===== config.mk =====
export PLATFORM = sky130hd
export DESIGN_NAME = ndpad_rem_stage
export DESIGN_NICKNAME = d
export VERILOG_FILES = /design/src/rtl/ndpad_pkg.sv /design/src/rtl/ndpad_rem_stage.sv
export SDC_FILE = /design/constraint.sdc
export NUM_CORES = 1
export LEC_CHECK = 0
export BUFFER_PORTS_ARGS = -buffer_cell sky130_fd_sc_hd__buf_2
export CORE_ASPECT_RATIO = 1.75
export CORE_MARGIN = 2
export CORE_UTILIZATION = 55
export CTS_BUF_LIST = sky130_fd_sc_hd__clkbuf_8
export DETAILED_ROUTE_END_ITERATION = 12
export GPL_TIMING_DRIVEN = 0
export PLACE_DENSITY_LB_ADDON = 0.05
export SYNTH_ARGS = -nofsm -noshare
export SYNTH_HDL_FRONTEND = slang
export SYNTH_SLANG_ARGS = --single-unit

===== constraint.sdc =====
create_clock -name clk -period 16.2 [get_ports clk]
set_clock_uncertainty 0.2 [all_clocks]
set_input_delay 3.24 -clock clk [delete_from_list [all_inputs] [get_ports clk]]
set_output_delay 3.24 -clock clk [all_outputs]
set_load 0.02 [all_outputs]

===== src/rtl/ndpad_pkg.sv =====
// Shared constants, word types and config field helpers for the N-d pad
// source address generator. No dependencies.
package ndpad_pkg;

	localparam int MAX_RANK    = 4;
	localparam int DIM_BITS    = 16;
	localparam int INDEX_BITS  = 32;
	localparam int NUM_COORDS  = 4;
	localparam int COORD_BITS  = 16;
	localparam int CFG_BITS    = 64;
	localparam int ADDR_BITS   = 5;
	localparam int REG_IDX_LSB = 3;
	localparam int REG_IDX_BITS = ADDR_BITS - REG_IDX_LSB;

	// shifted coordinate (signed), its magnitude and the reflect period 2(n-1)
	localparam int IC_BITS  = DIM_BITS + 2;
	localparam int ABS_BITS = DIM_BITS + 1;
	localparam int P_BITS   = DIM_BITS + 1;

	// remainder pipeline: REM_STEP restoring steps per stage
	localparam int REM_STEP   = 6;
	localparam int REM_STAGES = (ABS_BITS + REM_STEP - 1) / REM_STEP;
	localparam int DVD_BITS   = REM_STAGES * REM_STEP;

	localparam int RANK_BITS = (MAX_RANK > 1) ? $clog2(MAX_RANK) : 1;

	localparam logic [CFG_BITS-1:0] SIZES_RESET = CFG_BITS'(64'h1111_1111_1111_1111);

	typedef enum logic [1:0] {
		MODE_CONSTANT = 2'd0,
		MODE_EDGE     = 2'd1,
		MODE_REFLECT  = 2'd2
	} pad_mode_t;

	typedef enum logic [REG_IDX_BITS-1:0] {
		REG_PAD_MODE    = REG_IDX_BITS'(0),
		REG_PAD_VALUE   = REG_IDX_BITS'(1),
		REG_INPUT_SIZES = REG_IDX_BITS'(2),
		REG_BEGIN_PADS  = REG_IDX_BITS'(3)
	} reg_idx_t;

	typedef logic [NUM_COORDS-1:0][COORD_BITS-1:0] coord_arr_t;
	typedef logic [RANK_BITS-1:0] rank_idx_t;

	// per-dimension state while the reflect remainder is worked out
	typedef struct packed {
		logic [IC_BITS-1:0]  ic;
		logic                oob;
		logic [DVD_BITS-1:0] dvd;
		logic [P_BITS-1:0]   rem;
	} dim_t;

	typedef struct packed {
		dim_t [MAX_RANK-1:0] dim;
	} rem_item_t;

	// linear index accumulation word
	typedef struct packed {
		logic [INDEX_BITS-1:0]              lin;
		logic [MAX_RANK-1:0][DIM_BITS-1:0] coord;
		logic                               use_const;
	} mac_item_t;

	// field of dimension d in a packed register; absent when it does not fit
	function automatic logic [DIM_BITS-1:0] dim_field(input logic [CFG_BITS-1:0] reg_val,
			input int d, input logic [DIM_BITS-1:0] absent);
		logic [CFG_BITS-1:0] sh;
		sh = reg_val >> ((MAX_RANK - 1 - d) * DIM_BITS);
		if ((MAX_RANK - d) * DIM_BITS > CFG_BITS) begin
			return absent;
		end
		return sh[DIM_BITS-1:0];
	endfunction

	// input size, zero read as one
	function automatic logic [DIM_BITS-1:0] dim_size(input logic [CFG_BITS-1:0] sizes,
			input int d);
		logic [DIM_BITS-1:0] f;
		f = dim_field(sizes, d, DIM_BITS'(1));
		return (f == '0) ? DIM_BITS'(1) : f;
	endfunction

	function automatic logic [DIM_BITS-1:0] dim_pad(input logic [CFG_BITS-1:0] pads,
			input int d);
		return dim_field(pads, d, '0);
	endfunction

	function automatic logic [P_BITS-1:0] dim_period(input logic [CFG_BITS-1:0] sizes,
			input int d);
		return {dim_size(sizes, d) - DIM_BITS'(1), 1'b0};
	endfunction

endpackage


===== src/rtl/ndpad_rem_stage.sv =====
// One stage of the pipelined restoring remainder |ic| mod 2(n-1), all lanes.
// Depends on ndpad_pkg.
module ndpad_rem_stage (
	input  logic                         clk,
	input  logic                         arst_n,
	input  logic                         in_valid,
	output logic                         in_ready,
	input  ndpad_pkg::rem_item_t         in_item,
	input  logic [ndpad_pkg::CFG_BITS-1:0] sizes,
	output logic                         out_valid,
	output ndpad_pkg::rem_item_t         out_item,
	input  logic                         out_ready
);
	import ndpad_pkg::*;

	logic      vld_s2;
	rem_item_t item_s2;
	rem_item_t nxt;

	always_comb begin
		logic [P_BITS-1:0]   p;
		logic [P_BITS-1:0]   rem;
		logic [DVD_BITS-1:0] dvd;
		logic [P_BITS:0]     sh;
		nxt = in_item;
		for (int d = 0; d < MAX_RANK; d++) begin
			p   = dim_period(sizes, d);
			rem = in_item.dim[d].rem;
			dvd = in_item.dim[d].dvd;
			for (int j = 0; j < REM_STEP; j++) begin
				sh  = {rem, dvd[DVD_BITS-1]};
				dvd = dvd << 1;
				if (sh >= {1'b0, p}) begin
					rem = P_BITS'(sh - {1'b0, p});
				end else begin
					rem = P_BITS'(sh);
				end
			end
			nxt.dim[d].rem = rem;
			nxt.dim[d].dvd = dvd;
		end
	end

	assign in_ready  = !vld_s2 || out_ready;
	assign out_valid = vld_s2;
	assign out_item  = item_s2;

	always_ff @(posedge clk or negedge arst_n) begin
		if (!arst_n) begin
			vld_s2 <= 1'b0;
		end else if (in_ready) begin
			vld_s2 <= in_valid;
		end
	end

	always_ff @(posedge clk) begin
		if (in_ready && in_valid) begin
			item_s2 <= nxt;
		end
	end

endmodule


# [Word level (Yosys, flattened, before mapping)]
# Cells that the tools add are included.
[totals] ff_bits=193 inputBits=284 output_inout_bits=218 word_cells=104
[classes] add_sub_neg=28 order_cmp=24 mux=28 reduce_logical=7
[op_table] cell="$ge 18x17->1" n=24
[op_table] cell="$mux 17" n=24
[op_table] cell="$sub 17x17->17" n=24
[op_table] cell="$logic_not 16->1" n=4
[op_table] cell="$mux 16" n=4
[op_table] cell="$sub 16x1->16 const B" n=4
[op_table] cell="$logic_and 1x1->1" n=1
[op_table] cell="$logic_not 1->1" n=1
[op_table] cell="$logic_or 1x1->1" n=1

# [Depth between registers and ports, before layout]
[depth] depth_word=15 depth_mapped=97

# [Worst setup path after synthesis]
# No wires, ideal clock.
[synth_timing] path_kind="input to register" start="input port sizes[8] (netlist name)" end="register item_s2 (netlist bit out_item[164]) (data pin)" setup_time_ns=0.260 arrival_time_ns=21.007 setup_slack_ns=-5.266 stages=91 path_cell_list="or4_1 > nor2_1 > nand2_1 > or3_1 > nor2_1 > nor2_1 > ha_1 > nand2b_1 > or3_1 > nor2_1 > xnor2_1 > ha_1 > nand2_1 > nand2b_1 > a211oi_1 > nand3_1 > nor2_1 > clkbuf_1 > (+55 left out) > a211oi_1 > mux2i_2 > clkbuf_1 > mux2_2 > ha_1 > inv_1 > o21ai_0 > a21oi_1 > o21bai_1 > a21oi_1 > o21bai_1 > a221o_1 > nand2_1 > nor2_1 > a211oi_1 > o31a_1 > o211ai_2 > mux2_2"
[synth_rtl] item="start, declared" line_no="ndpad_rem_stage.sv:9" source="input logic [ndpad_pkg::CFG_BITS-1:0] sizes,"
[synth_rtl] item="end signal, assigned" line_no="ndpad_rem_stage.sv:58" source="item_s2 <= nxt;"
[synth_rtl] item="end, declared" line_no="ndpad_rem_stage.sv:17" source="rem_item_t item_s2;"

==> impl_results.md <==
* Startpoint of the worst-slack reg-to-reg timing path: out_valid$_DFFE_PN0N_
* Net total in the final layout at 5144
* Type of the worst setup path: in2reg
* Remaining DRCs at 0
* Final worst-path cycle share at 120%
* Slew HR at 10.4%
* Endpoint kind of the worst setup timing path: flop
* Final-report max-slew violation count at 0
* Clock root cell: clkbuf_8
* Mapped Area at between 20000 and 30000 sq um
* Share of synthesized area occupied by flip-flops and latches at roughly a fifth
* Area delta synth->final at 47.7%
* Path depth of the worst reg2reg path at 3
* Global placement routability congestion at about 0.95
* Average size of a mapped cell at 8.41 sq um
* Kind of launch point of the worst setup path: input port
* Latest clock arrival within the worst-skew pair at 570 ps
* Clock tree buffer depth at 2
* Maximum operating frequency at 51.5 MHz
* Number of hold violations in the final report at 0
* Detailed router's first-iteration violation count at 1904
* Min-delay src: out_valid$_DFFE_PN0N_
* CTS Sinks at ~190
* Cell taking the most area after synthesis: edfxtp_1
* Count of hold buffers inserted by post-cts repair at 0
* Effective utilization at floorplan at between 50% and 60%
* Width of the chip at ~180 microns
* Number of synthesized register bits at 193
* Top post-synthesis cells by area: edfxtp_1, ha_1, xnor2_1
* Max incr delay on CP at approximately 550 ps
* Total of buffers placed on input and output ports at 475
* Cell mode on critical path: nor2_4
* Floorplan die area at ~54000 sq um
* Violations in the final reports: negative setup slack
* Dominant register cell in the synthesized netlist: edfxtp_1
* Tmin final at 19430 ps
* Maximum level of the CTS H-tree at 4
* Number of top-level pins at about 500
* Distinct cells, synth at between 100 and 150
* First-pass GRT wire length at 161000 microns
* Initial antenna violation count at 9
* Overall via count from detail_route at 32223
* Synthesized instance count at around 3400
* Number of enable flip-flop cells after synthesis at ~190
* Routed Antenna Nets at 0
* Total congestion overflow at 0
* Synth warn at 0
* Share of synthesized flip-flops with an asynchronous set or reset at less than 1%
* Multi-input gate area at approximately 27000 sq um
* Die boundary height at around 300 microns
* Finish-stage setup viols at 64
* CTS clock-pin slew for the worst setup and hold paths at ~140 ps
* Maximum fanout along the worst path at 10
* Post-route worst hold slack at 418 ps
* Hold endpoint: out_valid$_DFFE_PN0N_
* Inserted Clock Buffers at 17
* Final HPWL DP at between 70000 and 80000 microns
* Core box area at roughly 50000 sq um
* Ratio of cells with drive above 1 in the final layout at between 40% and 50%
* Slowest stage cell, crit path: or4_4
* Max Cap Viol at 0
* Required time of the critical path at between 15000 and 20000 ps
* TritonCTS clock tree: yes
* DRT Wirelength at 113000 microns
* Worst Path Arrival at 19530 ps
* Register-to-register path setup slack at 13890 ps
* Via count of the first global-routing pass at roughly 32000
* HP Class: reg2reg
* Status: finished with violations
* Worst hold path depth at 2
* Yosys top cell area share at ~20%
* R2R Path End: out_item[164]$_DFFE_PP_
* Average vias per placed instance at roughly 6.3
* Slew @ Worst Pin at 1310 ps
* Unrepaired setup endpoints after global routing: true
* Register Area at around 5800 sq um
* Fill cell total of the finished layout at roughly 3200
* Pre-Repair DR Iteration Count at 8
* Largest net degree at the start of global routing at 75
* Final critical-path setup slack at -3230 ps
* Avg WL per Cell at between 20 and 25 microns
* Tot GR Track Use at between 30% and 40%
* Std-Cell Rows at 110
==> per-layer routing <==
metal  routed length, microns  vias up  track usage [%]  share of wire [%]
li1                         -    14717                -                  -
met1                    36500    15227             34.1                 32
met2                    58500     1574             71.2                 52
met3                     6370      689             5.20                5.6
met4                    11500       16             32.8                 10
met5                       95        -                0              0.084
==> synthesized netlist by cell type (12+ instances only) <==
library cell,count
o211ai_1,14
a31oi_1,20
a21oi_1,332
or4_1,12
nand2_1,245
mux2i_1,48
nand4_1,61
inv_1,192
nand2b_1,53
o21a_1,50
fa_1,24
and2_1,20
o21ai_0,204
nor2_1,294
a211o_1,12
ha_1,380
xnor2_1,222
a211oi_1,30
o31ai_1,30
mux2_2,133
xor2_1,101
nor3_1,64
buf_4,25
a21boi_0,19
edfxtp_1,192
clkbuf_1,46
or2_2,16
a21o_1,118
o21bai_1,60
nor2b_1,57
or3_1,21
nor4_1,26
and3_1,31
nand3_1,42
o31a_1,12
==> worst max path at each step <==
stage,from,to,slack (ps),depth (start not counted)
3_5_place_dp,sizes[9],out_item[164]$_DFFE_PP_,-6440,93
5_1_grt,sizes[10],out_item[166]$_DFFE_PP_,-3730,96
3_3_place_gp,sizes[9],out_item[164]$_DFFE_PP_,-6310,94
6_report,sizes[10],out_item[170]$_DFFE_PP_,-3230,89
4_1_cts,sizes[10],out_item[173]$_DFFE_PP_,-3180,92
2_1_floorplan,sizes[9],out_item[164]$_DFFE_PP_,-2910,93
==> final cells by class <==
cell class / count / share of cell area (%)
Antenna cell: 2 / 0.0118
Clock inverter: 15 / 0.482
Inverter: 192 / 1.70
Timing Repair Buffer: 1012 / 16.4
Tap cell: 672 / 1.99
Multi-Input combinational cell: 2965 / 63.0
Buffer: 75 / 2.26
Clock buffer: 17 / 0.553
Sequential cell: 193 / 13.7
==> layout by cell type, fill, tap and decap left out, drive strengths merged, types with 49 or more instances in the layout <==
master / Yosys / routed
buf: 38 / 1055
ha: 380 / 380
a21oi: 333 / 333
nor2: 295 / 295
nand2: 245 / 245
xnor2: 222 / 222
o21ai: 209 / 209
inv: 192 / 198
edfxtp: 192 / 192
mux2: 140 / 140
a21o: 118 / 118
xor2: 101 / 101
nor3: 65 / 65
nand4: 61 / 61
o21bai: 61 / 61
nor2b: 57 / 57
nand2b: 53 / 53
o21a: 51 / 51
mux2i: 50 / 50
clkbuf: 46 / 49
==> critical path: cells and delay by family <==
kind	cells	cell delay, ps
XOR/XNOR	1	260
AND/OR/NAND/NOR	30	5100
buffers and inverters	14	2000
multiplexers	5	1240
adder cells (fa/ha/maj)	7	1830
AO/OA/AOI/OAI	32	5780
==> flip-flops by register name (all words and copies together), names as in the netlist <==
name	flops
out_item	192
out_valid	1
==> per-stage QoR <==
stage               area [sq um]  worst slack (ps)  util [%]  setup TNS [ps]  instances
floorplan                  30600             -2910         -         -147660       3434
global placement           33900             -6310      65.8         -366970       4581
detailed placement         33900             -6440      65.9         -376250       4583
CTS                        40200             -3180      78.2         -138830       5032
global route               42300             -3730      82.3         -190710       5142
finish                     42300             -3230      82.3         -162300       5143
==> cell families (layout without fill, tap and decap cells) <==
family	count (synthesis)	after routing	share of synthesized area [%]
AOI/OAI and AO/OA	1017	1017	22.7
xor gates and xnor gates	324	324	9.94
adders and majority gates	410	410	18.5
buffers and inverters	276	1311	4.05
DFF	193	193	20.2
muxes	190	190	7.39
other	1	26	0.0131
and+or+nand+nor	1000	1000	17.3
==> what timing repair did <==
action                     in CTS  in global routing
setup endpoints to repair      64                 64
gates resized for setup       517                275
gates cloned                    7                  2
buffers inserted              419                119
pin swaps                     332                233
Power is not shown: default switching activity piles up to over one toggle a cycle in this logic, so the estimate is an artifact.
