==> src/rtl/ndpad_pkg.sv <==
// Shared constants, word types and config field helpers for the N-d pad
// source address generator. No dependencies.
package ndpad_pkg;

	localparam int MAX_RANK    = 4;
	localparam int DIM_BITS    = 16;
	localparam int INDEX_BITS  = 32;
	localparam int NUM_COORDS  = 4;
	localparam int COORD_BITS  = 16;
	localparam int CFG_BITS    = 64;
	localparam int ADDR_BITS   = 5;
	localparam int REG_IDX_LSB = 3;
	localparam int REG_IDX_BITS = ADDR_BITS - REG_IDX_LSB;

	// shifted coordinate (signed), its magnitude and the reflect period 2(n-1)
	localparam int IC_BITS  = DIM_BITS + 2;
	localparam int ABS_BITS = DIM_BITS + 1;
	localparam int P_BITS   = DIM_BITS + 1;

	// remainder pipeline: REM_STEP restoring steps per stage
	localparam int REM_STEP   = 6;
	localparam int REM_STAGES = (ABS_BITS + REM_STEP - 1) / REM_STEP;
	localparam int DVD_BITS   = REM_STAGES * REM_STEP;

	localparam int RANK_BITS = (MAX_RANK > 1) ? $clog2(MAX_RANK) : 1;

	localparam logic [CFG_BITS-1:0] SIZES_RESET = CFG_BITS'(64'h1111_1111_1111_1111);

	typedef enum logic [1:0] {
		MODE_CONSTANT = 2'd0,
		MODE_EDGE     = 2'd1,
		MODE_REFLECT  = 2'd2
	} pad_mode_t;

	typedef enum logic [REG_IDX_BITS-1:0] {
		REG_PAD_MODE    = REG_IDX_BITS'(0),
		REG_PAD_VALUE   = REG_IDX_BITS'(1),
		REG_INPUT_SIZES = REG_IDX_BITS'(2),
		REG_BEGIN_PADS  = REG_IDX_BITS'(3)
	} reg_idx_t;

	typedef logic [NUM_COORDS-1:0][COORD_BITS-1:0] coord_arr_t;
	typedef logic [RANK_BITS-1:0] rank_idx_t;

	// per-dimension state while the reflect remainder is worked out
	typedef struct packed {
		logic [IC_BITS-1:0]  ic;
		logic                oob;
		logic [DVD_BITS-1:0] dvd;
		logic [P_BITS-1:0]   rem;
	} dim_t;

	typedef struct packed {
		dim_t [MAX_RANK-1:0] dim;
	} rem_item_t;

	// linear index accumulation word
	typedef struct packed {
		logic [INDEX_BITS-1:0]              lin;
		logic [MAX_RANK-1:0][DIM_BITS-1:0] coord;
		logic                               use_const;
	} mac_item_t;

	// field of dimension d in a packed register; absent when it does not fit
	function automatic logic [DIM_BITS-1:0] dim_field(input logic [CFG_BITS-1:0] reg_val,
			input int d, input logic [DIM_BITS-1:0] absent);
		logic [CFG_BITS-1:0] sh;
		sh = reg_val >> ((MAX_RANK - 1 - d) * DIM_BITS);
		if ((MAX_RANK - d) * DIM_BITS > CFG_BITS) begin
			return absent;
		end
		return sh[DIM_BITS-1:0];
	endfunction

	// input size, zero read as one
	function automatic logic [DIM_BITS-1:0] dim_size(input logic [CFG_BITS-1:0] sizes,
			input int d);
		logic [DIM_BITS-1:0] f;
		f = dim_field(sizes, d, DIM_BITS'(1));
		return (f == '0) ? DIM_BITS'(1) : f;
	endfunction

	function automatic logic [DIM_BITS-1:0] dim_pad(input logic [CFG_BITS-1:0] pads,
			input int d);
		return dim_field(pads, d, '0);
	endfunction

	function automatic logic [P_BITS-1:0] dim_period(input logic [CFG_BITS-1:0] sizes,
			input int d);
		return {dim_size(sizes, d) - DIM_BITS'(1), 1'b0};
	endfunction

endpackage

==> src/rtl/ndpad_mac_stage.sv <==
// One Horner step of the row-major index: lin * n[dim_sel] + coord[dim_sel].
// Depends on ndpad_pkg.
module ndpad_mac_stage (
	input  logic                         clk,
	input  logic                         arst_n,
	input  ndpad_pkg::rank_idx_t         dim_sel,
	input  logic                         in_valid,
	output logic                         in_ready,
	input  ndpad_pkg::mac_item_t         in_item,
	input  logic [ndpad_pkg::CFG_BITS-1:0] sizes,
	output logic                         out_valid,
	output ndpad_pkg::mac_item_t         out_item,
	input  logic                         out_ready
);
	import ndpad_pkg::*;

	logic      vld_s4;
	mac_item_t item_s4;
	mac_item_t nxt;
	logic [INDEX_BITS+DIM_BITS-1:0] prod;

	always_comb begin
		prod = {DIM_BITS'(0), in_item.lin}
			* {INDEX_BITS'(0), dim_size(sizes, int'(dim_sel))};
		nxt     = in_item;
		nxt.lin = INDEX_BITS'(prod) + INDEX_BITS'(in_item.coord[dim_sel]);
	end

	assign in_ready  = !vld_s4 || out_ready;
	assign out_valid = vld_s4;
	assign out_item  = item_s4;

	always_ff @(posedge clk or negedge arst_n) begin
		if (!arst_n) begin
			vld_s4 <= 1'b0;
		end else if (in_ready) begin
			vld_s4 <= in_valid;
		end
	end

	always_ff @(posedge clk) begin
		if (in_ready && in_valid) begin
			item_s4 <= nxt;
		end
	end

endmodule

==> config.mk <==
export PLATFORM = sky130hd
export DESIGN_NAME = ndpad_mac_stage
export DESIGN_NICKNAME = d
export VERILOG_FILES = /design/src/rtl/ndpad_pkg.sv /design/src/rtl/ndpad_mac_stage.sv
export SDC_FILE = /design/constraint.sdc
export NUM_CORES = 1
export LEC_CHECK = 0
export ABC_AREA = 1
export BUFFER_PORTS_ARGS = -buffer_cell sky130_fd_sc_hd__clkbuf_2
export CAP_MARGIN = 15
export CORE_ASPECT_RATIO = 0.6
export CORE_MARGIN = 8
export CORE_UTILIZATION = 50
export DETAILED_ROUTE_END_ITERATION = 10
export PLACE_DENSITY_LB_ADDON = 0.25
export SLEW_MARGIN = 15
export SYNTH_ARGS = -nofsm -noshare
export SYNTH_HDL_FRONTEND = slang
export SYNTH_SLANG_ARGS = --single-unit
==> constraint.sdc <==
create_clock -name clk -period 9.5 [get_ports clk]
set_input_delay 1.9 -clock clk [delete_from_list [all_inputs] [get_ports clk]]
set_output_delay 1.9 -clock clk [all_outputs]
set_load 0.01 [all_outputs]
# Yosys cells after proc, flatten, opt, wreduce, memory -nomap -nowiden
# Cells that the tools add are included.
dict set report totals {
  wordCells 24
  input_bits 167
  out_inout_bits 99
  ff_bits 98
}
dict set report op_classes {
  n_shift 1
  reduce_logical 4
  muxes 6
  magnitude_cmp 2
  n_mul 1
  n_addsub 3
}
# operator count
set ops {}
lappend ops {{$mux W16} 4}
lappend ops {{$shr A64 B32 Y16} 1}
lappend ops {{$add A32 B16 Y32} 1}
lappend ops {{$bmux W16 S2} 1}
lappend ops {{$mul A32 B16 Y32} 1}
lappend ops {{$logic_not A16 Y1} 1}
lappend ops {{$gt A8 B8 Y1 const B} 1}
lappend ops {{$sub A3 B2 Y4 const A} 1}
lappend ops {{$lt A2 B3 Y1 const B} 1}
lappend ops {{$sub A2 B2 Y3 const A} 1}
lappend ops {{$logic_and A1 B1 Y1} 1}
lappend ops {{$logic_not A1 Y1} 1}
lappend ops {{$logic_or A1 B1 Y1} 1}
lappend ops {{$mux W1} 1}

# Depth between registers and ports, before layout
dict set report logic_depth {
  word_depth 8
  ltp_mapped 32
  mapped_depth_nobuf 30
}

# Worst setup path before layout
# OpenSTA, ideal clock, no wires.
dict set report synth_timing {
  kind {input to register}
  from {input dim_sel[0]}
  to {register item_s4, in the netlist out_item[93], data pin}
  setup_time_ns 0.262
  slack_ns 1.857
  path_buffers 2
  t_arrival_ns 7.381
  path_stages 29
  cell_sequence {inv_2 > buf_6 > nand2_1 > nand3_1 > nand2_2 > inv_1 > clkbuf_1 > nand2_1 > fa_1 > inv_1 > fa_1 > inv_1 > fa_1 > inv_1 > fa_1 > fa_1 > inv_1 > fa_1 > inv_1 > ha_1 > a21oi_1 > o21ai_0 > a21oi_1 > nand3_1 > nand3_1 > nand2_1 > a21oi_1 > o21bai_1 > xor2_1}
}
# item line
set synth_lines {}
lappend synth_lines {{from (decl)} ndpad_mac_stage.sv:6} ;# input ndpad_pkg::rank_idx_t dim_sel,
lappend synth_lines {{to (signal assigned)} ndpad_mac_stage.sv:43} ;# item_s4 <= nxt;
lappend synth_lines {{to (decl)} ndpad_mac_stage.sv:18} ;# mac_item_t item_s4;

==> reports/qor_table.md <==
| Parameter | Value |
|:---|:---|
| Cell depth of the worst hold path | 2 |
| Final hold violations | 0 |
| Std-Cell Rows | 51 |
| Launch point of the critical path | dim_sel[0] |
| Max-capacitance violation count | 0 |
| Worst Path Class, Setup | in -> reg |
| Count of instances resized after the clock tree is built | 0 |
| Crit path DAT | 8.63 ns |
| Number of global-route vias before repair | 14142 |
| Post-CTS Repair Setup Buffers | 0 |
| Net count after synthesis | 2491 |
| Area after DPL | 0.0181 mm2 |
| Worst hold-check path type | reg -> reg |
| Kind of start point of the critical path | input pin |
| Total area of multi-input combinational cells | 0.0113 mm2 |
| Placer Congestion | 0.995 |
| Post-Route WL | 52.0 mm |
| Syn Inst Count | 1922 |
| Number of warning messages in the yosys log | 0 |
| Design Area, Final | 0.0184 mm2 |
| Routed wire per std cell | 20.2 um |
| Register-to-register path setup slack | 7.16 ns |
| Final cycle utilization of the critical path | 0.896 |
| Core region area | 0.0324 mm2 |
| Longest Clk Path Bufs | 2 |
| Number of fill cells in the layout | 2998 |
| Unrepaired setup endpoints after global routing | no |
| DIE AREA | 0.0391 mm2 |
| Register-to-Register Path Depth | 2 |
| Placed wire-length estimate after detailed placement | 44.1 mm |
| Sink count of the clock tree | 98 |
| Flop and latch count out of synthesis | 98 |
| Syn Std Cell Area | 0.0164 mm2 |
| Final critical delay including setup and external delays | 8.52 ns |
| Detail Route Antenna Nets | 0 |
| Number of enable-type register cells in the synthesized netlist | 97 |
| Global-route wire length before repair | 80.7 mm |
| Worst Max-Slew Pin Slew | 1.02 ns |
| Leading cell type in the layout, fill and taps excluded | inv_1 |
| Clock latency on the worst-skew pair | 0.36 ns |
| Fraction of the yosys area taken by sequential cells | 0.179 |
| Clock tree from TritonCTS | yes |
| Worst setup path endpoint | out_item[93] |
| Clk slew on worst S/H paths | 0.07 ns |
| Number of clock buffers inserted by TritonCTS | 9 |
| Number of remaining DRC errors | 0 |
| Run status | completed |
| Post-synthesis async set-or-reset flop share | 0.0102 |
| Critical path endpoint category | register |
| Number of buffers added on ports | 265 |
| Leading cell types in the layout, fill and taps excluded | inv_1 (480), nand2_1 (454), fa_1 (319) |
| Mean cell area of the mapped netlist | 8.54 um2 |
| Antenna violations before repair | 2 |
| Synth Flop Type | edfxtp_1 |
| Proportion of layout cells with a drive suffix above 1 | 0.157 |
| Required time of the critical path | 9.61 ns |
| Clock H-tree levels | 3 |
| Number of hold buffers added after cts | 0 |
| Number of iterations in the first detailed-routing pass | 5 |
| Largest net degree at the start of global routing | 77 |
| Max transition margin | 0.322 |
| Maximum clock frequency | 117 MHz |
| Number of primary I/O pins | 266 |
| Clock skew after layout | 0.00808 ns |
| Area taken by flip-flops and latches | 0.00294 mm2 |
| Number of slew-limit violations in the final report | 0 |
| Vias after detailed routing | 13428 |
| Horizontal extent of the die | 250 um |
| Starting Density | 0.507 |
| # diodes | 0 |
| Area Growth Syn to Fin | 12.1% |
| Violation count after the first detailed-route iteration | 1090 |
| Setup TNS | 0 ns |
| Highest fanout seen on the critical path | 31 |
| Capture point of the worst reg-to-reg path | out_item[66] |
| Number of distinct library cells after synthesis | 41 |
| Worst R2R Start | out_valid |
| # nets final | 2717 |
| Library cell used as clock root buffer | clkbuf_16 |
| Count of final setup violators | 0 |
| Via density | 5.21 |
| Overall routing resource usage | 0.271 |
| Height of the die | 156 um |
| Total overflow reported by the global router | 0 |
-- Yosys cell counts, types with 2 or more instances --
| library cell | n | area share |
|---|---|---|
| a211oi_1 | 2 | 0.00091 |
| a21o_1 | 6 | 0.0027 |
| a21oi_1 | 42 | 0.013 |
| a32o_1 | 13 | 0.0079 |
| buf_1 | 10 | 0.0023 |
| buf_2 | 4 | 0.0012 |
| buf_4 | 3 | 0.0014 |
| buf_6 | 7 | 0.0048 |
| clkbuf_1 | 47 | 0.011 |
| clkinv_1 | 3 | 0.00069 |
| edfxtp_1 | 97 | 0.18 |
| fa_1 | 319 | 0.39 |
| ha_1 | 83 | 0.063 |
| inv_1 | 480 | 0.11 |
| inv_2 | 8 | 0.0018 |
| nand2_1 | 454 | 0.10 |
| nand2_2 | 9 | 0.0034 |
| nand2_4 | 3 | 0.0021 |
| nand3_1 | 47 | 0.014 |
| nand3_2 | 11 | 0.0067 |
| nand3b_1 | 3 | 0.0014 |
| nand4_1 | 11 | 0.0042 |
| nor2_1 | 181 | 0.041 |
| nor2_2 | 4 | 0.0015 |
| o21ai_0 | 17 | 0.0052 |
| o21ai_1 | 6 | 0.0018 |
| o21bai_1 | 3 | 0.0014 |
| o22ai_1 | 3 | 0.0011 |
| xnor2_1 | 11 | 0.0059 |
| xor2_1 | 24 | 0.013 |
-- worst max-delay path: stages --
cell	delay (ns)
clkbuf_2	0.16
inv_2	0.37
nand2_1	0.12
nand3_2	0.11
nand2_4	0.13
inv_1	0.61
nand2_1	0.19
fa_1	0.53
fa_1	0.46
fa_1	0.65
inv_1	0.09
fa_1	0.44
fa_1	0.52
inv_1	0.06
fa_1	0.47
inv_1	0.04
ha_1	0.33
a21oi_1	0.22
o21ai_0	0.14
a21oi_1	0.20
nand3_1	0.14
nand3_1	0.09
nand2_1	0.08
a21oi_1	0.27
o21bai_1	0.12
xor2_1	0.15
-- layout make-up --
| type | instances | share of cell area |
|---|---|---|
| Clock inverter | 6 | 0.00347 |
| Inverter | 491 | 0.100 |
| Multi-Input combinational cell | 1262 | 0.615 |
| Tap cell | 424 | 0.0288 |
| Timing Repair Buffer | 286 | 0.0807 |
| Sequential cell | 98 | 0.160 |
| Clock buffer | 10 | 0.0124 |
-- worst min-delay path by stage --
stage / from / end / slack (ns)
floorplan: out_valid / out_valid / 0.61
detailed placement: out_valid / out_valid / 0.59
global route: out_valid / out_valid / 0.66
global placement: out_valid / out_valid / 0.56
finish: out_valid / out_valid / 0.61
CTS: out_valid / out_valid / 0.61
-- flip-flops by register name (all words and copies together) (netlist names) --
| name | cells |
|---|---|
| out_item | 97 |
| out_valid | 1 |
-- layer usage --
metal | track usage | vias up | part of all wire
met3 | 0.150 | 70 | 0.16
met4 | 0.0553 | 4 | 0.017
li1 | - | 6097 | -
met1 | 0.366 | 6545 | 0.43
met5 | 0 | - | 0.00044
met2 | 0.377 | 712 | 0.40
-- kinds of logic after synthesis --
kind of cell,Yosys count,share of synthesized area
flops,98,0.179
simple gates,728,0.181
buf+inv,562,0.133
fa+ha+maj,402,0.452
compound gates,97,0.0364
xor+xnor,35,0.0187
-- stage by stage --
step | instances | hold WS, ns | util | setup WS, ns
after global routing | 2577 | 0.655 | 0.569 | 0.620
after CTS | 2577 | 0.607 | 0.569 | 1.11
after global placement | 2561 | 0.562 | 0.560 | 0.909
after floorplan | 1922 | 0.609 | - | 1.86
after detailed placement | 2561 | 0.586 | 0.560 | 0.735
final | 2577 | 0.607 | 0.569 | 0.984
Power is not shown: default switching activity piles up to over one toggle a cycle in this logic, so the estimate is an artifact.
