==> src/rtl/ndpad_pkg.sv <==
// Shared constants, word types and config field helpers for the N-d pad
// source address generator. No dependencies.
package ndpad_pkg;

	localparam int MAX_RANK    = 4;
	localparam int DIM_BITS    = 16;
	localparam int INDEX_BITS  = 32;
	localparam int NUM_COORDS  = 4;
	localparam int COORD_BITS  = 16;
	localparam int CFG_BITS    = 64;
	localparam int ADDR_BITS   = 5;
	localparam int REG_IDX_LSB = 3;
	localparam int REG_IDX_BITS = ADDR_BITS - REG_IDX_LSB;

	// shifted coordinate (signed), its magnitude and the reflect period 2(n-1)
	localparam int IC_BITS  = DIM_BITS + 2;
	localparam int ABS_BITS = DIM_BITS + 1;
	localparam int P_BITS   = DIM_BITS + 1;

	// remainder pipeline: REM_STEP restoring steps per stage
	localparam int REM_STEP   = 6;
	localparam int REM_STAGES = (ABS_BITS + REM_STEP - 1) / REM_STEP;
	localparam int DVD_BITS   = REM_STAGES * REM_STEP;

	localparam int RANK_BITS = (MAX_RANK > 1) ? $clog2(MAX_RANK) : 1;

	localparam logic [CFG_BITS-1:0] SIZES_RESET = CFG_BITS'(64'h1111_1111_1111_1111);

	typedef enum logic [1:0] {
		MODE_CONSTANT = 2'd0,
		MODE_EDGE     = 2'd1,
		MODE_REFLECT  = 2'd2
	} pad_mode_t;

	typedef enum logic [REG_IDX_BITS-1:0] {
		REG_PAD_MODE    = REG_IDX_BITS'(0),
		REG_PAD_VALUE   = REG_IDX_BITS'(1),
		REG_INPUT_SIZES = REG_IDX_BITS'(2),
		REG_BEGIN_PADS  = REG_IDX_BITS'(3)
	} reg_idx_t;

	typedef logic [NUM_COORDS-1:0][COORD_BITS-1:0] coord_arr_t;
	typedef logic [RANK_BITS-1:0] rank_idx_t;

	// per-dimension state while the reflect remainder is worked out
	typedef struct packed {
		logic [IC_BITS-1:0]  ic;
		logic                oob;
		logic [DVD_BITS-1:0] dvd;
		logic [P_BITS-1:0]   rem;
	} dim_t;

	typedef struct packed {
		dim_t [MAX_RANK-1:0] dim;
	} rem_item_t;

	// linear index accumulation word
	typedef struct packed {
		logic [INDEX_BITS-1:0]              lin;
		logic [MAX_RANK-1:0][DIM_BITS-1:0] coord;
		logic                               use_const;
	} mac_item_t;

	// field of dimension d in a packed register; absent when it does not fit
	function automatic logic [DIM_BITS-1:0] dim_field(input logic [CFG_BITS-1:0] reg_val,
			input int d, input logic [DIM_BITS-1:0] absent);
		logic [CFG_BITS-1:0] sh;
		sh = reg_val >> ((MAX_RANK - 1 - d) * DIM_BITS);
		if ((MAX_RANK - d) * DIM_BITS > CFG_BITS) begin
			return absent;
		end
		return sh[DIM_BITS-1:0];
	endfunction

	// input size, zero read as one
	function automatic logic [DIM_BITS-1:0] dim_size(input logic [CFG_BITS-1:0] sizes,
			input int d);
		logic [DIM_BITS-1:0] f;
		f = dim_field(sizes, d, DIM_BITS'(1));
		return (f == '0) ? DIM_BITS'(1) : f;
	endfunction

	function automatic logic [DIM_BITS-1:0] dim_pad(input logic [CFG_BITS-1:0] pads,
			input int d);
		return dim_field(pads, d, '0);
	endfunction

	function automatic logic [P_BITS-1:0] dim_period(input logic [CFG_BITS-1:0] sizes,
			input int d);
		return {dim_size(sizes, d) - DIM_BITS'(1), 1'b0};
	endfunction

endpackage

==> src/rtl/ndpad_offset.sv <==
// First pipeline stage: subtracts the begin pads and flags out-of-range coordinates.
// Depends on ndpad_pkg.
module ndpad_offset (
	input  logic                         clk,
	input  logic                         arst_n,
	input  logic                         in_valid,
	output logic                         in_ready,
	input  ndpad_pkg::coord_arr_t        coord,
	input  logic [ndpad_pkg::CFG_BITS-1:0] sizes,
	input  logic [ndpad_pkg::CFG_BITS-1:0] pads,
	output logic                         out_valid,
	output ndpad_pkg::rem_item_t         out_item,
	input  logic                         out_ready
);
	import ndpad_pkg::*;

	logic      vld_s1;
	rem_item_t item_s1;
	rem_item_t nxt;

	always_comb begin
		logic [DIM_BITS-1:0] oc;
		logic [DIM_BITS-1:0] pad;
		logic [DIM_BITS-1:0] n;
		logic [IC_BITS-1:0]  ic;
		logic [IC_BITS-1:0]  mag;
		nxt = '0;
		for (int d = 0; d < MAX_RANK; d++) begin
			oc = '0;
			if (d < NUM_COORDS) begin
				oc = coord[d][DIM_BITS-1:0];
			end
			pad = dim_pad(pads, d);
			n   = dim_size(sizes, d);
			ic  = {(IC_BITS-DIM_BITS)'(0), oc}
				- {{(IC_BITS-DIM_BITS){pad[DIM_BITS-1]}}, pad};
			mag = ic[IC_BITS-1] ? (~ic + IC_BITS'(1)) : ic;
			nxt.dim[d].ic  = ic;
			nxt.dim[d].oob = ic[IC_BITS-1]
				|| (ic[IC_BITS-2:0] >= (IC_BITS-1)'(n));
			// dividend gets leading zeros up to the full remainder pipe width
			nxt.dim[d].dvd = DVD_BITS'(mag[ABS_BITS-1:0]);
			nxt.dim[d].rem = '0;
		end
	end

	assign in_ready  = !vld_s1 || out_ready;
	assign out_valid = vld_s1;
	assign out_item  = item_s1;

	always_ff @(posedge clk or negedge arst_n) begin
		if (!arst_n) begin
			vld_s1 <= 1'b0;
		end else if (in_ready) begin
			vld_s1 <= in_valid;
		end
	end

	always_ff @(posedge clk) begin
		if (in_ready && in_valid) begin
			item_s1 <= nxt;
		end
	end

endmodule

==> config.mk <==
export PLATFORM = sky130hd
export DESIGN_NAME = ndpad_offset
export DESIGN_NICKNAME = d
export VERILOG_FILES = /design/src/rtl/ndpad_pkg.sv /design/src/rtl/ndpad_offset.sv
export SDC_FILE = /design/constraint.sdc
export NUM_CORES = 1
export LEC_CHECK = 0
export ABC_AREA = 1
export BUFFER_PORTS_ARGS = -buffer_cell sky130_fd_sc_hd__buf_2
export CAP_MARGIN = 20
export CORE_ASPECT_RATIO = 0.9
export CORE_MARGIN = 2
export CORE_UTILIZATION = 50
export DETAILED_ROUTE_END_ITERATION = 16
export MAX_ROUTING_LAYER = met4
export PLACE_DENSITY = 0.78
export SKIP_CTS_REPAIR_TIMING = 1
export SYNTH_ARGS = -nofsm -noshare
export SYNTH_HDL_FRONTEND = slang
export SYNTH_SLANG_ARGS = --single-unit
export TNS_END_PERCENT = 20
==> constraint.sdc <==
create_clock -name clk -period 9.45 [get_ports clk]
set_input_delay 0.4725 -clock clk [delete_from_list [all_inputs] [get_ports clk]]
set_output_delay 0.4725 -clock clk [all_outputs]
set_load 0.01 [all_outputs]
# Word-level counts from Yosys, hierarchy flattened
# Cells that the tools add are included.
dict set report op_classes {
  addsub 8
  order_cmp 4
  mux 8
  bitwise_logic 4
  reduce_logical 11
}
# op n
set op_table {}
lappend op_table {{$sub 17x16->18} 4}
lappend op_table {{$add 17x1->17 const B} 4}
lappend op_table {{$ge 17x16->1} 4}
lappend op_table {{$mux 17} 4}
lappend op_table {{$not 17->17} 4}
lappend op_table {{$logic_not 16->1} 4}
lappend op_table {{$mux 16} 4}
lappend op_table {{$logic_or 1x1->1} 5}
lappend op_table {{$logic_and 1x1->1} 1}
lappend op_table {{$logic_not 1->1} 1}
dict set report word_totals {
  regBits 145
  in_bits 196
  out_inout_bits 218
  wordCells 48
}

# Longest topological paths before layout
# Gate-level depths: netlist (run 1).
dict set report logic_depth {
  ltp_word 4
  ltp_mapped 22
  mapped_depth_nobuf 22
}

# Worst setup path after synthesis (run 1)
# OpenSTA, ideal clock, no wires.
dict set report synth_path {
  path_type {input to register}
  from {input port in_valid}
  to {register item_s1 (netlist bit out_item[100]) (enable)}
  t_arrival_ns 7.251
  t_required_ns 8.764
  path_slack_ns 1.514
  path_stages 2
  n_path_buf 0
  path_cell_list {inv_1 > a21oi_1}
}
dict set report synth_via {
  elab_chain_cells 1
}
# item line
set synth_lines {}
lappend synth_lines {{start, declared} ndpad_offset.sv:6} ;# input logic in_valid,
lappend synth_lines {{$logic_and 1x1->1} ndpad_offset.sv:60} ;# if (in_ready && in_valid) begin
lappend synth_lines {{end signal, assigned} ndpad_offset.sv:61} ;# item_s1 <= nxt;
lappend synth_lines {{end, declared} ndpad_offset.sv:18} ;# rem_item_t item_s1;
# No other way between the ends.
# A chain may end at the register's enable or synchronous reset.

==> impl_results.md, run 1 <==
* Status: finished clean
* Final weighted congestion in routability-driven placement at approximately 0.94
* Part of the power in registers at about 33%
* Number of sinks on the clock net at 141
* H-tree Lvls at 4
* Global-route wire length before repair at between 50,000 and 60,000 um
* DRC violations left at 0
* Worst min-delay path class: primary input to flop
* Ys Warns at 0
* Period utilisation layout at approximately a third
* Cell chosen for the clock root: clkbuf_16
* Synthesized area per cell at between 6 and 7 sq um
* Synth Register Bits at between 100 and 150
* Number of I/O port buffers at approximately 340
* Vias in the first global route at 12,319
* Leakage power total at slightly above 9 nW
* Overall routed net length at between 30,000 and 40,000 um
* Inserted Clock Buffers at 17
* Number of distinct library cell variants in the gate-level netlist after synthesis at between 40 and 50
* Combinational fraction of design power at between 30% and 40%
* Top cells by area, synth: edfxtp_1, nand2_1, ha_1
* Wire length per cell after detailed routing at between 10 and 15 um
* Largest driver fanout on the critical path at 5
* Via count at 13,265
* Worst-case headroom to the max-slew limit at around half
* Global-route total usage across every layer at a little over a quarter
* Final count of hold timing violations at 0
* Maximum VDD drop at about 110 uV
* Share of synthesized area occupied by flip-flops and latches at approximately a third
* Skew-Pair Late Insertion Delay at between 0.4 and 0.5 ns
* GR Overflow Total at 0
* Max Clock Freq at between 300 and 400 MHz
* Layout net count at 2,616
* Clock tree buffer depth at 2
* Power Total at between 0.002 and 0.0025 W
* DRT Pass-1 Iters at 6
* Power per Cell Area at between 150 and 200 nW/um^2
* Crit path max-delay cell type: fa_1
* Number of setup violations in the final report at 0
* Max Cap Viol at 0
* Cell occurring most often along the worst timing path: nand2_1
* Sequential cell area in the final layout at ~4200 sq um
* Via density at between 4 and 5
* Pin count of the biggest net entering global routing at 63
* Post-synthesis to final-layout area growth at 18.4%
* Async S/R FF share, synth at less than 1%
* Floorplan die area at between 20,000 and 30,000 sq um
* Cell breakdown of the critical path: buf_2 -> inv_1 -> ha_1 -> inv_1 -> fa_1 -> nand3_1 -> nand3_1 -> nand2_1 -> nand2_1 -> xor2_1 -> ha_1 -> nand2_1 -> nor2_1 -> nor2_1 -> nand4_1 -> nand4_1 -> nand2_1 -> nand2_1 -> nand2_1 -> nand2_1 -> nand2_1
* Fillcell total at 2,520
* Total Neg Setup Slack at 0 ns
* Clock-pin slew on the worst setup and hold paths at ~0.070 ns
* Data required time of the worst path at about 9.6 ns
* Most common cell after layout, fill and taps aside: nand2_1
* Slowest Stage Delay on Critical Path at around 0.46 ns
* Critical path launch point type: primary input
* Most frequently used flop master after synthesis: edfxtp_1
* Final ANT Viol Nets at 0
* DRC marker count from the first detailed-route iteration at 960
* Antenna violations before repair at 3
* Post-route minimum period at 3.03 ns
* Core Area at between 20,000 and 30,000 sq um
* Top cell type by total area after synthesis: edfxtp_1
* Most Crowded Layer GR: met2
* Setup repair after global routing missed its margin: false
* Core Rows at 57
* Number of top-level pins at between 400 and 500
* Post-Syn Area at 13,500 sq um
* DIE HEIGHT at 160 um
* Starting utilization of the core area at a little over 50%
* Yosys top cell area share at between 30% and 40%
* Crit path capture type: flop
* Count of flip-flops with a built-in enable after synthesis at 140
* Estimated wirelength of the detail-placed design at between 30,000 and 40,000 um
* M1 GR Usage at roughly a third
* Fin Clk Skew at roughly 0.011 ns
* Proportion of layout cells with a drive suffix above 1 at between 10% and 20%
* CTS tree: yes
* Global-route track usage on met3 at roughly 3.1%
* Arrival time worst endpoint at about 3.2 ns
* Category of the most critical setup path: primary input to flop
* NetSw at just over 0.0009 W
* Floorplan die width at around 180 um
* Commonest non-fill, non-tap cells in the layout: nand2_1, inv_1, buf_2, edfxtp_1, nand3_1
* Slew Limit Fails at 0
* Internal portion of total power at roughly 0.0015 W
* Met2 track demand over resource at 45.3%
* Area of combinational cells with multiple inputs at between 7000 and 8000 sq um
* Clock network fraction of design power at a little under a third
* Switching share of total power at between 30% and 40%
* Transition time of the tightest slew-check pin at 0.771 ns
* Number of instances in the synthesized netlist at 1,936
==> through the flow <==
stage	hold WS, ns	util [%]	cell area, sq um	setup WS, ns	cells
after floorplan	0.177	-	13700	1.51	2007
after global placement	0.249	57.2	15300	6.06	2621
after detailed placement	0.250	57.2	15300	6.02	2621
after CTS	-0.206	59.6	15900	6.43	2653
after global routing	0.345	59.7	16000	6.05	2657
final	0.349	59.7	16000	6.42	2657
==> path summary, 6_finish.rpt <==
check / from / slack (ns) / cells past startpoint / to
setup reg to reg: out_valid$_DFFE_PN0N_ / 7.19 / 3 / out_item[98]$_DFFE_PP_
hold reg to reg: out_valid$_DFFE_PN0N_ / 0.72 / 2 / out_valid$_DFFE_PN0N_
setup / recovery: coord[16] / 6.42 / 21 / out_item[89]$_DFFE_PP_
max in group asynchronous: arst_n / 8.96 / 2 / out_valid$_DFFE_PN0N_
hold / removal: in_valid / 0.35 / 3 / out_valid$_DFFE_PN0N_
min in group asynchronous: arst_n / 0.41 / 2 / out_valid$_DFFE_PN0N_
==> final cells by class <==
type	instances	area share [%]
Inverter	413	9.72
Multi-Input combinational cell	1369	46.0
Timing Repair Buffer	345	10.9
Tap cell	354	2.78
Sequential cell	141	26.5
Clock inverter	15	1.37
Clock buffer	17	2.67
Antenna cell	3	0.0470
==> cells by family after synthesis <==
kind of cell	synth area share, %
simple gates	32.6
buf+inv	16.2
flops	31.4
fa+ha+maj	12.6
compound gates	3.56
xor+xnor	3.63
other cells	0.0278
==> sequential cells by signal (all words and copies together) (netlist names) <==
signal / flops
out_valid: 1
out_item: 140
==> layer usage <==
metal | part of all wire, % | up-vias | wire (um)
met1 | 42 | 5957 | 16000
met4 | 3.4 | 0 | 1280
li1 | - | 6653 | -
met3 | 6.8 | 77 | 2620
met2 | 48 | 578 | 18300
met5 | 0 | - | 0
==> power groups by stage <==
stage	Combinational (W)	Clock (W)	Sequential [W]
final	0.000888	0.000745	0.000819
after global routing	0.00100	0.000782	0.000824
after CTS	0.000881	0.000754	0.000819
after detailed placement	0.000874	0	0.000832
after global placement	0.000854	0	0.000832
after floorplan	0.000582	0	0.000874
==> critical path: cells and delay by family <==
kind | cells | cell delay (ns)
buffers and inverters | 3 | 0.27
adder cells (fa/ha/maj) | 3 | 0.99
AND/OR/NAND/NOR | 14 | 1.16
XOR/XNOR | 1 | 0.33
==> synthesized netlist by cell type, types with 4 or more instances <==
cell type  count
a21oi_1       52
and2_1        11
buf_4         78
edfxtp_1     140
fa_1           4
ha_1         129
inv_1        410
nand2_1      629
nand2_2       11
nand3_1      134
nand3b_1      18
nand4_1       46
nor2_1       128
nor2_2         6
nor3_1        17
nor3_2         4
nor4_1        15
o21ai_0       24
xnor2_1        5
xor2_1        39
No activity file was read; power rests on OpenSTA's default activity.
==> inputs of run 2 (changes only) <==
- clock period: 9.45 -> 3.1 ns (I/O delays scaled with it)
==> run 2 against run 1 <==
Net effect:
- global-route usage about the same
- non-clock buffer count up 11
- sequential share of layout area down 0.14 points
- clock-buffer cell count up 3
- clock power rose to 3.1 times the previous value
- wire length down 1.5%
- first-iteration DRC count down 0.73%
- clock skew up 0.010 ns
==> impl_results.md, run 2 (synthesis results as in run 1) <==
* Status: finished clean
* Category of the most critical setup path: primary input to flop
* Global-route wire length before repair at 59,200 um
* Number of buffers and inverters on the critical path at 3
* Layout net count at around 2,600
* GR Overflow Total at 0
* Slew Limit Fails at 0
* Floorplan die area at roughly 28,000 sq um
* Overall routed net length at between 30,000 and 40,000 um
* Clock-pin slew on the worst setup and hold paths at ~0.060 ns
* Fillcell total at between 2,000 and 2,500
* Data required time of the worst path at between 3 and 4 ns
* Clock network fraction of design power at a little under a third
* Starting utilization of the core area at roughly 50%
* Antenna violations before repair at 1
* Part of the power in registers at 33.0%
* Floorplan die width at between 150 and 200 um
* Slowest Stage Delay on Critical Path at between 0.4 and 0.5 ns
* FF-to-FF setup slack at approximately 1.5 ns
* Via count at 13,084
* Max Clock Freq at ~380 MHz
* CTS tree: yes
* Final weighted congestion in routability-driven placement at between 0.9 and 1
* Inserted Clock Buffers at 17
* Max Cap Viol at 0
* Switching share of total power at roughly 37%
* Worst Hold Margin at between 0.03 and 0.04 ns
* DRT Pass-1 Iters at 6
* Via density at between 4 and 5
* Most common cell after layout, fill and taps aside: nand2_1
* Commonest non-fill, non-tap cells in the layout: nand2_1, inv_1, buf_2, edfxtp_1, nand3_1
* Crit path setup slack, layout at ~0.49 ns
* Vias in the first global route at around 12,000
* Max reg flops at 140
* Wire length per cell after detailed routing at about 14 um
* DIE HEIGHT at ~160 um
* Pin count of the biggest net entering global routing at between 100 and 150
* Proportion of layout cells with a drive suffix above 1 at a little under a fifth
* DRC marker count from the first detailed-route iteration at 953
* Total Neg Setup Slack at 0 ns
* H-tree Lvls at 4
* Leakage power total at between 9 and 10 nW
* Post-route minimum period at between 2 and 3 ns
* Transition time of the tightest slew-check pin at approximately 0.75 ns
* Maximum VDD drop at ~280 uV
* Core Area at around 27,000 sq um
* Largest delay share family, worst path: simple AND/OR/NAND/NOR gates
* NetSw at approximately 0.0028 W
* Arrival time worst endpoint at 2.78 ns
* Setup repair after global routing missed its margin: false
* DRC violations left at 0
* Period utilisation layout at between 80 and 90%
* Number of sinks on the clock net at about 140
* Global-route total usage across every layer at a little over a quarter
* Critical path launch point type: primary input
* Skew-Pair Late Insertion Delay at ~0.44 ns
* Combinational fraction of design power at between 30% and 40%
* Number of top-level pins at ~410
* Pre-CTS setup slack at a little over 0.05 ns
* Clock tree buffer depth at 2
* Power per Cell Area at 469 nW/um^2
* Post-synthesis to final-layout area growth at 19.1%
* Worst min-delay path class: primary input to asynchronous set/reset pin
* Number of I/O port buffers at around 340
* Core Rows at between 50 and 60
* Internal portion of total power at about 0.0048 W
* Cell chosen for the clock root: clkbuf_16
* Fin Clk Skew at between 0.02 and 0.025 ns
* Cell occurring most often along the worst timing path: nand2_1
* Largest driver fanout on the critical path at 5
* Number of setup violations in the final report at 0
* Final count of hold timing violations at 0
* Estimated wirelength of the detail-placed design at between 30,000 and 40,000 um
* Crit path max-delay cell type: fa_1
* Cell breakdown of the critical path: buf_2 -> inv_1 -> ha_1 -> inv_1 -> fa_1 -> nand3_1 -> nand2_1 -> nand2_1 -> nand2_1 -> xor2_1 -> ha_1 -> nand2_1 -> nor2_1 -> nor2_1 -> nand4_1 -> nand2_1 -> nand3_1 -> nand2_1 -> nand2_1 -> nand2_1 -> nand3_1
* Crit path capture type: flop
* Final ANT Viol Nets at 0
* Worst-case headroom to the max-slew limit at approximately half
[run 2: area by class of cell]
type | instances | area, sq um | area share (%)
inverter | 413 | 1550 | 9.66
tap | 354 | 443 | 2.76
multi-input combinational | 1369 | 7340 | 45.8
antenna | 1 | 2.50 | 0.0156
sequential | 141 | 4230 | 26.4
clock inverter | 12 | 186 | 1.16
timing repair buffer | 356 | 1840 | 11.4
clock buffer | 20 | 457 | 2.85
[run 2: path summary, 6_finish.rpt]
check	end	cells past startpoint	start
max in group asynchronous	out_valid$_DFFE_PN0N_	2	arst_n
min reg2reg	out_valid$_DFFE_PN0N_	2	out_valid$_DFFE_PN0N_
min in group clk	out_valid$_DFFE_PN0N_	4	out_ready
max reg2reg	out_item[52]$_DFFE_PP_	2	out_valid$_DFFE_PN0N_
min	out_valid$_DFFE_PN0N_	2	arst_n
max	out_item[143]$_DFFE_PP_	21	coord[32]
[run 2: power by group through the flow]
| stage | sequential (W) | clock (W) | combinational, W |
|---|---|---|---|
| 6_report | 0.00249 | 0.00229 | 0.00275 |
| 3_5_place_dp | 0.00253 | 0 | 0.00271 |
| 3_3_place_gp | 0.00253 | 0 | 0.00266 |
| 5_1_grt | 0.00250 | 0.00240 | 0.00311 |
| 2_1_floorplan | 0.00264 | 0 | 0.00178 |
| 4_1_cts | 0.00249 | 0.00232 | 0.00273 |
[run 2: per-stage QoR]
step | cells | area [sq um] | total power, W | utilization, %
floorplan | 2007 | 13800 | 0.00442 | -
global placement | 2631 | 15400 | 0.00519 | 57.5
detailed placement | 2631 | 15400 | 0.00524 | 57.5
CTS | 2663 | 16000 | 0.00754 | 59.9
global route | 2666 | 16000 | 0.00801 | 60.0
finish | 2666 | 16000 | 0.00753 | 60.0
[run 2: per-layer routing]
metal	wire length [um]	part of all wire [%]	vias up	global-route usage (%)
li1	-	-	6678	-
met1	16000	43	5777	33.6
met2	18200	48	553	45.6
met3	2250	6.0	76	2.88
met4	1200	3.2	0	11.1
met5	0	0	-	-
